===== config.mk =====
export PLATFORM = sky130hd
export DESIGN_NAME = frame_fragment_reassembler_top
export DESIGN_NICKNAME = d
export VERILOG_FILES = /design/src/rtl/ffr_pkg.sv /design/src/rtl/ffr_front.sv /design/src/rtl/ffr_back.sv /design/src/rtl/frame_fragment_reassembler_top.sv
export SDC_FILE = /design/constraint.sdc
export NUM_CORES = 2
export LEC_CHECK = 0
export ABC_CLOCK_PERIOD_IN_PS = 22100
export BUFFER_PORTS_ARGS = -buffer_cell sky130_fd_sc_hd__buf_2
export CAP_MARGIN = 20
export CORE_MARGIN = 8
export CORE_UTILIZATION = 45
export CTS_CLUSTER_DIAMETER = 100
export DETAILED_ROUTE_END_ITERATION = 6
export GPL_TIMING_DRIVEN = 0
export PLACE_DENSITY = 0.59
export REMOVE_ABC_BUFFERS = 1
export SYNTH_ARGS = -nofsm -noshare
export SYNTH_HDL_FRONTEND = slang
export SYNTH_SLANG_ARGS = --single-unit

===== constraint.sdc =====
create_clock -name i_clk -period 22.1 [get_ports i_clk]
set_input_delay 0 -clock i_clk [delete_from_list [all_inputs] [get_ports i_clk]]
set_output_delay 0 -clock i_clk [all_outputs]
set_load 0.05 [all_outputs]

===== src/rtl/ffr_pkg.sv =====
// shared types and constants for the frame fragment reassembler
// used by ffr_front, ffr_back and frame_fragment_reassembler_top
package ffr_pkg;

    localparam int SLOTS_DEF      = 4;
    localparam int FRAG_BYTES_DEF = 1024;
    localparam int MAX_FRAGS_DEF  = 256;
    localparam int MAX_FRAG_LEN   = 1024;

    localparam logic [1:0] OP_BYTE    = 2'd0;
    localparam logic [1:0] OP_POP     = 2'd1;
    localparam logic [1:0] OP_RELEASE = 2'd2;
    localparam logic [1:0] OP_IDLE    = 2'd3;

    localparam logic [2:0] K_WRITE    = 3'd0;
    localparam logic [2:0] K_DROP     = 3'd1;
    localparam logic [2:0] K_COMPLETE = 3'd2;
    localparam logic [2:0] K_HANDOUT  = 3'd3;
    localparam logic [2:0] K_NONE     = 3'd4;

    typedef struct packed {
        logic [1:0]  op;
        logic [31:0] ts_sec;
        logic [19:0] ts_usec;
        logic [7:0]  frag_index;
        logic [8:0]  frag_total;
        logic [18:0] frame_len;
        logic [15:0] frame_width;
        logic [15:0] frame_height;
        logic [7:0]  data_byte;
        logic [1:0]  release_index;
        logic        first;
        logic        last;
        logic [9:0]  offset;
    } t_item;

    typedef struct packed {
        logic [2:0]  kind;
        logic [1:0]  slot;
        logic [17:0] byte_addr;
        logic [7:0]  write_data;
        logic [18:0] frame_len;
        logic [15:0] width;
        logic [15:0] height;
        logic [31:0] ts_sec;
        logic [19:0] ts_usec;
    } t_result;

endpackage


===== src/rtl/ffr_front.sv =====
// front end: accepts items, tracks byte position within a fragment
// and tags first and last bytes; depends on ffr_pkg
module ffr_front (
    input  logic            i_clk,
    input  logic            i_rst_n,
    input  logic            i_push,
    output logic            o_full,
    input  ffr_pkg::t_item  i_item,
    input  logic [10:0]     i_frag_len,
    output logic            o_valid,
    output ffr_pkg::t_item  o_item,
    input  logic            i_ready
);
    import ffr_pkg::*;

    logic [9:0]  r_offset;
    logic [10:0] flen;
    logic [9:0]  off;
    logic        take;
    logic        r_valid;
    t_item       r_item;
    t_item       n_item;

    always_comb begin
        flen = i_frag_len;
        if (flen == 11'd0) flen = 11'd1;
        if (flen > 11'(MAX_FRAG_LEN)) flen = 11'(MAX_FRAG_LEN);
        off = ({1'b0, r_offset} >= flen) ? 10'd0 : r_offset;
        n_item        = i_item;
        n_item.offset = off;
        n_item.first  = (off == 10'd0);
        n_item.last   = ({1'b0, off} + 11'd1 >= flen);
    end

    assign o_full  = r_valid && !i_ready;
    assign take    = i_push && !o_full;
    assign o_valid = r_valid;
    assign o_item  = r_item;

    always_ff @(posedge i_clk) begin
        if (!i_rst_n) begin
            r_valid  <= 1'b0;
            r_offset <= '0;
        end else begin
            if (take) r_valid <= 1'b1;
            else if (i_ready) r_valid <= 1'b0;
            if (take && i_item.op == OP_BYTE) begin
                r_offset <= ({1'b0, off} + 11'd1 >= flen) ? 10'd0 : off + 10'd1;
            end
        end
        if (take) begin
            r_item <= n_item;
        end
    end
endmodule


===== src/rtl/ffr_back.sv =====
// back end: slot table, completion queue and result queue
// depends on ffr_pkg
module ffr_back #(
    parameter int SLOTS      = ffr_pkg::SLOTS_DEF,
    parameter int FRAG_BYTES = ffr_pkg::FRAG_BYTES_DEF,
    parameter int MAX_FRAGS  = ffr_pkg::MAX_FRAGS_DEF
) (
    input  logic              i_clk,
    input  logic              i_rst_n,
    input  logic              i_valid,
    input  ffr_pkg::t_item    i_item,
    output logic              o_ready,
    output logic              o_empty,
    output ffr_pkg::t_result  o_res,
    input  logic              i_pop
);
    import ffr_pkg::*;

    localparam int SW = (SLOTS > 1) ? $clog2(SLOTS) : 1;
    localparam int CW = $clog2(SLOTS + 1);

    logic [SLOTS-1:0] r_in_use, r_cons;
    logic [31:0] r_sec  [SLOTS];
    logic [19:0] r_usec [SLOTS];
    logic [8:0]  r_tot  [SLOTS];
    logic [8:0]  r_cnt  [SLOTS];
    logic [18:0] r_len  [SLOTS];
    logic [15:0] r_wide [SLOTS];
    logic [15:0] r_high [SLOTS];
    logic [SW-1:0] r_dq [SLOTS];
    logic [SW-1:0] r_head;
    logic [CW-1:0] r_dcnt;
    logic [SW-1:0] r_cur;
    logic          r_drop;

    // result register: one entry, a completion result waits in r_pend
    logic [1:0] r_qn;
    t_result    r_q0;
    logic       r_phase;
    t_result    r_pend;

    logic          hit, freef;
    logic [SW-1:0] hit_s, free_s, s_sel, s_cur, tail;
    logic          drop_now, alloc;
    logic [8:0]    cnt_new;
    t_result       res0;
    logic          do_item;

    function automatic logic [SW-1:0] wrap_add(input logic [SW-1:0] a,
                                              input logic [CW-1:0] b);
        logic [SW+CW:0] t;
        t = (SW+CW+1)'(a) + (SW+CW+1)'(b);
        if (t >= (SW+CW+1)'(SLOTS)) t = t - (SW+CW+1)'(SLOTS);
        return t[SW-1:0];
    endfunction

    function automatic t_result meta(input logic [2:0] k, input logic [SW-1:0] s,
                                     input logic [31:0] sec, input logic [19:0] usec,
                                     input logic [18:0] ln, input logic [15:0] w,
                                     input logic [15:0] h);
        t_result r;
        r = '0;
        r.kind = k; r.slot = 2'(s); r.ts_sec = sec; r.ts_usec = usec;
        r.frame_len = ln; r.width = w; r.height = h;
        return r;
    endfunction

    always_comb begin
        hit = 1'b0; hit_s = '0; freef = 1'b0; free_s = '0;
        for (int i = SLOTS - 1; i >= 0; i--) begin
            if (!r_cons[i] && r_in_use[i] && r_sec[i] == i_item.ts_sec
                && r_usec[i] == i_item.ts_usec) begin
                hit = 1'b1; hit_s = SW'(i);
            end
            if (!r_cons[i] && !r_in_use[i]) begin
                freef = 1'b1; free_s = SW'(i);
            end
        end
    end

    // while r_phase is set, the completion result waits in r_pend and no item is taken
    assign o_ready = !r_phase && (r_qn == 2'd0 || (r_qn == 2'd1 && i_pop));
    assign do_item = i_valid && o_ready;
    assign o_empty = (r_qn == 2'd0);
    assign o_res   = r_q0;
    assign tail    = wrap_add(r_head, r_dcnt);

    always_comb begin
        drop_now = r_drop; s_sel = r_cur; alloc = 1'b0;
        if (i_item.first) begin
            drop_now = 1'b0;
            if (32'(i_item.frag_index) >= 32'(MAX_FRAGS)) drop_now = 1'b1;
            else if (hit) s_sel = hit_s;
            else if (freef) begin s_sel = free_s; alloc = 1'b1; end
            else if (r_dcnt != '0) begin s_sel = r_dq[r_head]; alloc = 1'b1; end
            else drop_now = 1'b1;
        end
        s_cur = s_sel;
        cnt_new = (alloc ? 9'd0 : r_cnt[s_cur]) + 9'd1;
        res0 = '0;
        if (drop_now) res0.kind = K_DROP;
        else begin
            res0.kind = K_WRITE;
            res0.slot = 2'(s_cur);
            res0.byte_addr = 18'(32'(i_item.frag_index) * 32'(FRAG_BYTES)
                                 + 32'(i_item.offset));
            res0.write_data = i_item.data_byte;
        end
    end

    always_ff @(posedge i_clk) begin
        if (!i_rst_n) begin
            r_in_use <= '0; r_cons <= '0; r_head <= '0; r_dcnt <= '0;
            r_cur <= '0; r_drop <= 1'b0; r_qn <= '0; r_phase <= 1'b0;
        end else begin
            if (i_pop && !o_empty) begin
                r_qn <= r_qn - 2'd1;
            end
            if (r_phase && (r_qn == 2'd0 || (r_qn == 2'd1 && i_pop))) begin
                r_phase <= 1'b0;
                r_q0 <= r_pend;
                r_qn <= 2'd1;
            end
            if (do_item) begin
                case (i_item.op)
                    OP_POP: begin
                        r_qn <= 2'd1;
                        if (r_dcnt != '0) begin
                            r_q0 <= meta(K_HANDOUT, r_dq[r_head], r_sec[r_dq[r_head]],
                                r_usec[r_dq[r_head]], r_len[r_dq[r_head]],
                                r_wide[r_dq[r_head]], r_high[r_dq[r_head]]);
                            r_head <= wrap_add(r_head, CW'(1));
                            r_dcnt <= r_dcnt - CW'(1);
                        end else begin
                            r_q0 <= meta(K_NONE, '0, '0, '0, '0, '0, '0);
                        end
                    end
                    OP_RELEASE: begin
                        if (32'(i_item.release_index) < 32'(SLOTS)
                            && r_cons[SW'(i_item.release_index)]) begin
                            r_cons[SW'(i_item.release_index)]   <= 1'b0;
                            r_in_use[SW'(i_item.release_index)] <= 1'b0;
                        end
                    end
                    OP_BYTE: begin
                        r_qn <= 2'd1;
                        r_q0 <= res0;
                        r_drop <= drop_now;
                        r_cur <= s_cur;
                        if (i_item.first && !drop_now && alloc) begin
                            if (!freef) begin
                                r_head <= wrap_add(r_head, CW'(1));
                                r_dcnt <= r_dcnt - CW'(1);
                            end
                            r_sec[s_cur]  <= i_item.ts_sec;
                            r_usec[s_cur] <= i_item.ts_usec;
                            r_len[s_cur]  <= i_item.frame_len;
                            r_wide[s_cur] <= i_item.frame_width;
                            r_high[s_cur] <= i_item.frame_height;
                            r_tot[s_cur]  <= i_item.frag_total;
                            r_cnt[s_cur]  <= 9'd0;
                            r_in_use[s_cur] <= 1'b1;
                            r_cons[s_cur]   <= 1'b0;
                        end
                        if (i_item.last && !drop_now) begin
                            r_cnt[s_cur] <= cnt_new;
                            if (cnt_new == (alloc ? i_item.frag_total : r_tot[s_cur])) begin
                                r_in_use[s_cur] <= 1'b0;
                                r_cons[s_cur]   <= 1'b1;
                                r_phase <= 1'b1;
                                r_pend  <= meta(K_COMPLETE, s_cur,
                                    alloc ? i_item.ts_sec : r_sec[s_cur],
                                    alloc ? i_item.ts_usec : r_usec[s_cur],
                                    alloc ? i_item.frame_len : r_len[s_cur],
                                    alloc ? i_item.frame_width : r_wide[s_cur],
                                    alloc ? i_item.frame_height : r_high[s_cur]);
                                if (32'(r_dcnt) - ((alloc && !freef) ? 32'd1 : 32'd0)
                                    < 32'(SLOTS)) begin
                                    if (alloc && !freef) begin
                                        // reclaimed head leaves, this slot joins: count holds
                                        r_dq[wrap_add(r_head, CW'(r_dcnt))] <= s_cur;
                                        r_dcnt <= r_dcnt;
                                    end else begin
                                        r_dq[tail] <= s_cur;
                                        r_dcnt <= r_dcnt + CW'(1);
                                    end
                                end
                            end
                        end
                    end
                    default: ;
                endcase
            end
        end
    end
endmodule


===== src/rtl/frame_fragment_reassembler_top.sv =====
// latency: an item is registered in ffr_front, then its result in the result
// register of ffr_back; a frame completion adds a second result from r_pend
// throughput: one item per cycle while results are popped; a byte that
// completes a frame holds later items until its second result is queued
// reset: synchronous, active low; clears slot ownership, queues and offset
// depends on ffr_pkg, ffr_front and ffr_back
module frame_fragment_reassembler_top #(
    parameter int SLOTS      = ffr_pkg::SLOTS_DEF,
    parameter int FRAG_BYTES = ffr_pkg::FRAG_BYTES_DEF,
    parameter int MAX_FRAGS  = ffr_pkg::MAX_FRAGS_DEF
) (
    input  logic        i_clk,
    input  logic        i_rst_n,
    input  logic        push,
    output logic        full,
    input  logic [1:0]  i_op,
    input  logic [31:0] i_ts_sec,
    input  logic [19:0] i_ts_usec,
    input  logic [7:0]  i_frag_index,
    input  logic [8:0]  i_frag_total,
    input  logic [10:0] i_frag_len,
    input  logic [18:0] i_frame_len,
    input  logic [15:0] i_frame_width,
    input  logic [15:0] i_frame_height,
    input  logic [7:0]  i_data_byte,
    input  logic [1:0]  i_release_index,
    output logic        empty,
    input  logic        pop,
    output logic [2:0]  o_kind,
    output logic [1:0]  o_slot,
    output logic [17:0] o_byte_addr,
    output logic [7:0]  o_write_data,
    output logic [18:0] o_out_frame_len,
    output logic [15:0] o_out_width,
    output logic [15:0] o_out_height,
    output logic [31:0] o_out_ts_sec,
    output logic [19:0] o_out_ts_usec
);
    import ffr_pkg::*;

    t_item   in_item, q_item;
    t_result res;
    logic    q_valid, q_ready;

    always_comb begin
        in_item = '0;
        in_item.op = i_op;
        in_item.ts_sec = i_ts_sec;
        in_item.ts_usec = i_ts_usec;
        in_item.frag_index = i_frag_index;
        in_item.frag_total = i_frag_total;
        in_item.frame_len = i_frame_len;
        in_item.frame_width = i_frame_width;
        in_item.frame_height = i_frame_height;
        in_item.data_byte = i_data_byte;
        in_item.release_index = i_release_index;
    end

    ffr_front u_front (
        .i_clk(i_clk), .i_rst_n(i_rst_n), .i_push(push), .o_full(full),
        .i_item(in_item), .i_frag_len(i_frag_len),
        .o_valid(q_valid), .o_item(q_item), .i_ready(q_ready)
    );

    ffr_back #(.SLOTS(SLOTS), .FRAG_BYTES(FRAG_BYTES), .MAX_FRAGS(MAX_FRAGS)) u_back (
        .i_clk(i_clk), .i_rst_n(i_rst_n), .i_valid(q_valid), .i_item(q_item),
        .o_ready(q_ready), .o_empty(empty), .o_res(res), .i_pop(pop)
    );

    assign o_kind          = res.kind;
    assign o_slot          = res.slot;
    assign o_byte_addr     = res.byte_addr;
    assign o_write_data    = res.write_data;
    assign o_out_frame_len = res.frame_len;
    assign o_out_width     = res.width;
    assign o_out_height    = res.height;
    assign o_out_ts_sec    = res.ts_sec;
    assign o_out_ts_usec   = res.ts_usec;
endmodule

==> metrics list <==
- The run finished with clean final reports.
- Post-synthesis instance total: 3227
- Setup repair after global routing left no endpoint under its margin.
- Fraction of final layout cells with drive strength greater than 1: a little under a fifth
- Gates resized during post-CTS repair numbered 0.
- Die extent in x: roughly 320 um
- Count of buffers from port buffering: 282
- The multi-input combinational cells in the finished layout cover a total of approximately 15000 um2.
- CTS H-Tree Depth: 3
* Largest stage delay, worst path: roughly 0.9 ns
- The later pin in the worst-skew pair is clocked with a latency of about 0.68 ns.
* Most frequently used flop master after synthesis: edfxtp_1
- Routability-driven placement finished with a final weighted congestion of roughly 0.88.
* Final hold vios: 0
- Combinational family with the most area after synthesis: multiplexers
- The detail route stage leaves a number of antenna-violating nets equal to 0.
- Of all nets on the critical path, the largest fanout is about 100.
- With fillers left out, the area of the finished cells amounts to around 51000 um2.
* Mean post-synth cell area: 13.2 um2
- Pre-CTS setup slack: approximately 14 ns
* Critical hold path startpoint: i_ts_usec[6]
- Wires add up to roughly 120 mm.
- The worst setup path is launched from a flop.
- After detailed routing, the number of remaining DRC violations is 0.
- Ordered cell list for the critical path: xor2_1, nor4_1, nand4_1, nor4_1, o21ai_0, a31oi_2, inv_8, buf_16, a211oi_1, ha_1, nor2b_1, nand4b_1, xnor2_1, a41o_1, o211ai_1, nor2_4, buf_12, buf_12
* Max-Cap Viols: 0
* Slew headroom: roughly a quarter
* Sequential fraction of the synthesis area: between 60 and 70%
* R2r startpoint: u_front.o_item[126]
- Std-Cell Rows: between 100 and 150
- Area share of fa/ha/maj cells after synthesis: less than 1%
- Yosys mapped the design onto 76 distinct sky130hd cell types.
* Kind of critical path: flop to flop
- Tot GR Track Use: 23.4%
- The area growth from synthesis to layout is 19.6%.
- Top-Level Pins: approximately 280
- Synth warnings: 0
- The first global-routing pass estimated 185 mm of wire.
- Standby leakage power: between 15 and 20 nW
* Clock skew after layout: around 0.034 ns
- Summing every instance area after synthesis gives between 40000 and 50000 um2.
* Post-place instance area: about 46000 um2
* Count of buffer and inverter cells on the critical path: 4
- Data arrives at the worst endpoint at 8.13 ns.
- Number of clock buffers inserted by TritonCTS: 100
- Number of synthesized flops with an enable pin: just under 900
- The final layout contains 3789 nets.
- Clock tree root buffer cell: clkbuf_16
* Xor/xnor share of the synthesized area: about 4.7%
* Post-synthesis compound-gate area fraction: 7.08%
- After detailed routing, the number of vias per cell comes to between 5 and 6.
- The tree built by TritonCTS fans out to around 900 sinks.
- Mux contribution to synthesized area: between 10 and 15%
* Maximum operating frequency: roughly 130 MHz
- Maximum clock insertion buffer count: 3
- Before antenna repair, the detailed router went through 6 iterations.
- Reg clk slew, reported paths: about 0.060 ns
- Cell type group with the largest total delay on the critical path: compound AO/OA/AOI/OAI gates
- The via count of the first global-routing pass came to 29400.
- Number of fill cells: 7941
* P per Cell Area: between 70 and 80 nW/um2
- After layout, the worst path uses 35.2% of the clock period.
* WL per Instance: roughly 25 um
- Of all flip-flops after synthesis, the portion carrying an async set or reset was 0%.
* End of the worst register-to-register path: u_back.r_pend[73]
* Worst reg2reg setup slack: between 10 and 15 ns
- After floorplanning, the core was sized to cover 94400 um2.
- The final number of max-transition violations is 0.
- The total overflow left after global routing is 0.
* Vert. Die Dim: between 300 and 400 um
* Min-Delay Path Depth: 2
- Across the whole layout, storage elements account for between 20000 and 30000 um2.
- Setup violations remaining at the end of the flow were counted as 0.
- Area of the die: between 100000 and 150000 um2
- After synthesis the netlist holds a flip-flop and latch count of 907.
- Initial Util: a little under half
- TritonCTS built the clock tree.
- Worst Reg2Reg Path Length in Cells: 18
* Post-synthesis simple-gate area fraction: 9.67%
* Slew at the pin with the worst max-slew slack: 1.11 ns
- Slowest CP cell: a31oi_2
* Type of destination of the critical path: flop
- The routed layout has ~28000 vias.
- Hold worst-path end: u_front.o_item[96]
- IR analysis of the VDD net gives a maximum drop of approximately 0.06 mV.
* Antenna violations before repair: 7
* Maximum number of pins on one net before global-route repair: roughly 130
- Placed wire-length estimate after detailed placement: about 80 mm
- Counting I/O delays and the setup requirement, the final critical path takes 7.78 ns.
* Worst-case setup margin in the final layout: 14.32 ns
- STA puts the critical path data required time at between 20 and 25 ns.
- The tightest min-delay check is of the input port to flop type.
- Detailed router's first-iteration violation count: 2490
- PnR Total Power: about 4.0 mW
* Accumulated negative setup slack: 0 ns
[metrics by stage]
stage          cells  hold WS (ns)  utilization [%]
4_1_cts         4959      0.000197             54.0
6_report        4965        0.0377             54.0
3_3_place_gp    4559         0.176             47.4
2_1_floorplan   3012        0.0989                -
3_5_place_dp    4620         0.178             49.0
5_1_grt         4960        0.0142             54.0
[cell usage after synthesis, types with 8 or more instances]
master / instances / area share (%)
nor2b_1: 34 / 0.50
edfxtp_1: 875 / 62
nand2b_1: 14 / 0.21
nor4_1: 59 / 0.87
and2_1: 9 / 0.13
nand4_1: 40 / 0.59
a21o_1: 11 / 0.19
buf_1: 22 / 0.19
nand2_1: 538 / 4.7
ha_1: 31 / 0.91
mux2_2: 57 / 1.5
and3_1: 13 / 0.19
nor3_1: 23 / 0.27
a21oi_1: 168 / 2.0
o22ai_1: 9 / 0.13
nor3b_1: 8 / 0.14
a31oi_1: 11 / 0.16
a22o_1: 28 / 0.58
a211oi_1: 8 / 0.14
mux2i_1: 207 / 4.9
mux4_2: 106 / 5.6
xor2_1: 119 / 2.4
nor2_1: 125 / 1.1
xnor2_1: 112 / 2.3
o21a_1: 10 / 0.18
o21ai_0: 228 / 2.7
nand3_1: 24 / 0.28
clkbuf_1: 135 / 1.2
or3_1: 10 / 0.15
buf_2: 50 / 0.59
inv_1: 26 / 0.23
dfxtp_1: 32 / 1.5
[how the worst max path moves through the flow]
stage          slack (ns)  depth (start not counted)                 to                start
2_1_floorplan        8.65                         16   u_back.r_pend[0]                 flop
3_3_place_gp        -3.47                         15  u_back.r_pend[59]                 flop
3_5_place_dp        14.37                         17  u_back.r_pend[59]   u_front.o_item[92]
4_1_cts             14.36                         18  u_back.r_pend[73]  u_front.o_item[119]
5_1_grt             13.98                         17  u_back.r_pend[73]  u_front.o_item[115]
6_report            14.32                         18  u_back.r_pend[73]  u_front.o_item[126]
[timing repair]
| item | CTS | global route |
|---|---|---|
| buffers inserted | 0 | 0 |
| hold endpoints to repair | 197 | 0 |
| hold buffers | 153 | 0 |
[state kept, by name (all words and copies together) (netlist names), 10 cells and up, named ones only]
name and flops:
u_back.o_res 134, u_back.r_cnt 36, u_back.r_high 64, u_back.r_len 76
u_back.r_pend 105, u_back.r_sec 128, u_back.r_tot 36, u_back.r_usec 80
u_back.r_wide 64, u_front.o_item 144, u_front.r_offset 10
[power breakdown]
| group | switching, mW | internal (mW) | leakage (nW) | total (mW) |
|---|---|---|---|---|
| combinational | 0.250 | 0.120 | 8.06 | 0.370 |
| clock | 0.682 | 0.938 | 1.54 | 1.62 |
| sequential | 0.0594 | 1.96 | 8.43 | 2.02 |
[layout by cell type, fill, tap and decap left out, types with 9 or more instances in the layout]
| master | n |
|---|---|
| clkinv_2 | 13 |
| xor2_1 | 119 |
| nor4_1 | 59 |
| nand2_1 | 538 |
| edfxtp_1 | 875 |
| clkbuf_16 | 104 |
| or3_1 | 10 |
| o22ai_1 | 9 |
| a21oi_1 | 168 |
| inv_1 | 25 |
| mux2_2 | 57 |
| dfxtp_1 | 32 |
| clkinv_1 | 31 |
| buf_12 | 33 |
| and3_1 | 12 |
| a22o_1 | 28 |
| nand2b_1 | 13 |
| a21o_1 | 11 |
| nor2b_1 | 34 |
| buf_2 | 281 |
| o21ai_0 | 228 |
| nand3_1 | 24 |
| nor3_1 | 23 |
| o21a_1 | 10 |
| xnor2_1 | 112 |
| mux2i_1 | 207 |
| clkbuf_1 | 23 |
| nor2_1 | 117 |
| dlygate4sd3_1 | 153 |
| mux4_2 | 104 |
| a31oi_1 | 11 |
| and2_1 | 9 |
| ha_1 | 31 |
| nand4_1 | 40 |
| buf_16 | 27 |
[layer usage]
layer	GRT usage [%]	vias to the layer above	part of all wire (%)	wire [um]
met3	4.14	242	6.9	8560
met4	7.58	4	3.3	4110
met5	0	-	0.021	26
li1	-	12900	-	-
met2	39.6	1094	49	60900
met1	30.7	14200	41	51300
[cell type report]
cell class | instances | area share [%]
multi-input cells | 2073 | 29.0
diodes | 5 | 0.0245
clock buffers | 130 | 5.35
clock inverters | 56 | 0.871
flip-flops and latches | 907 | 52.8
well taps | 1265 | 3.10
inverters | 32 | 0.280
repair buffers | 497 | 8.59
[cells by family (layout without fill, tap and decap cells)]
logic type | Yosys count | count (layout)
AO/OA/AOI/OAI | 519 | 519
XOR/XNOR | 231 | 231
adder cells (fa/ha/maj) | 31 | 31
buffers and inverters | 247 | 715
flip-flops | 907 | 907
multiplexers | 373 | 373
other | 0 | 5
AND/OR/NAND/NOR | 919 | 919
Power figures use the tool's default switching activity.
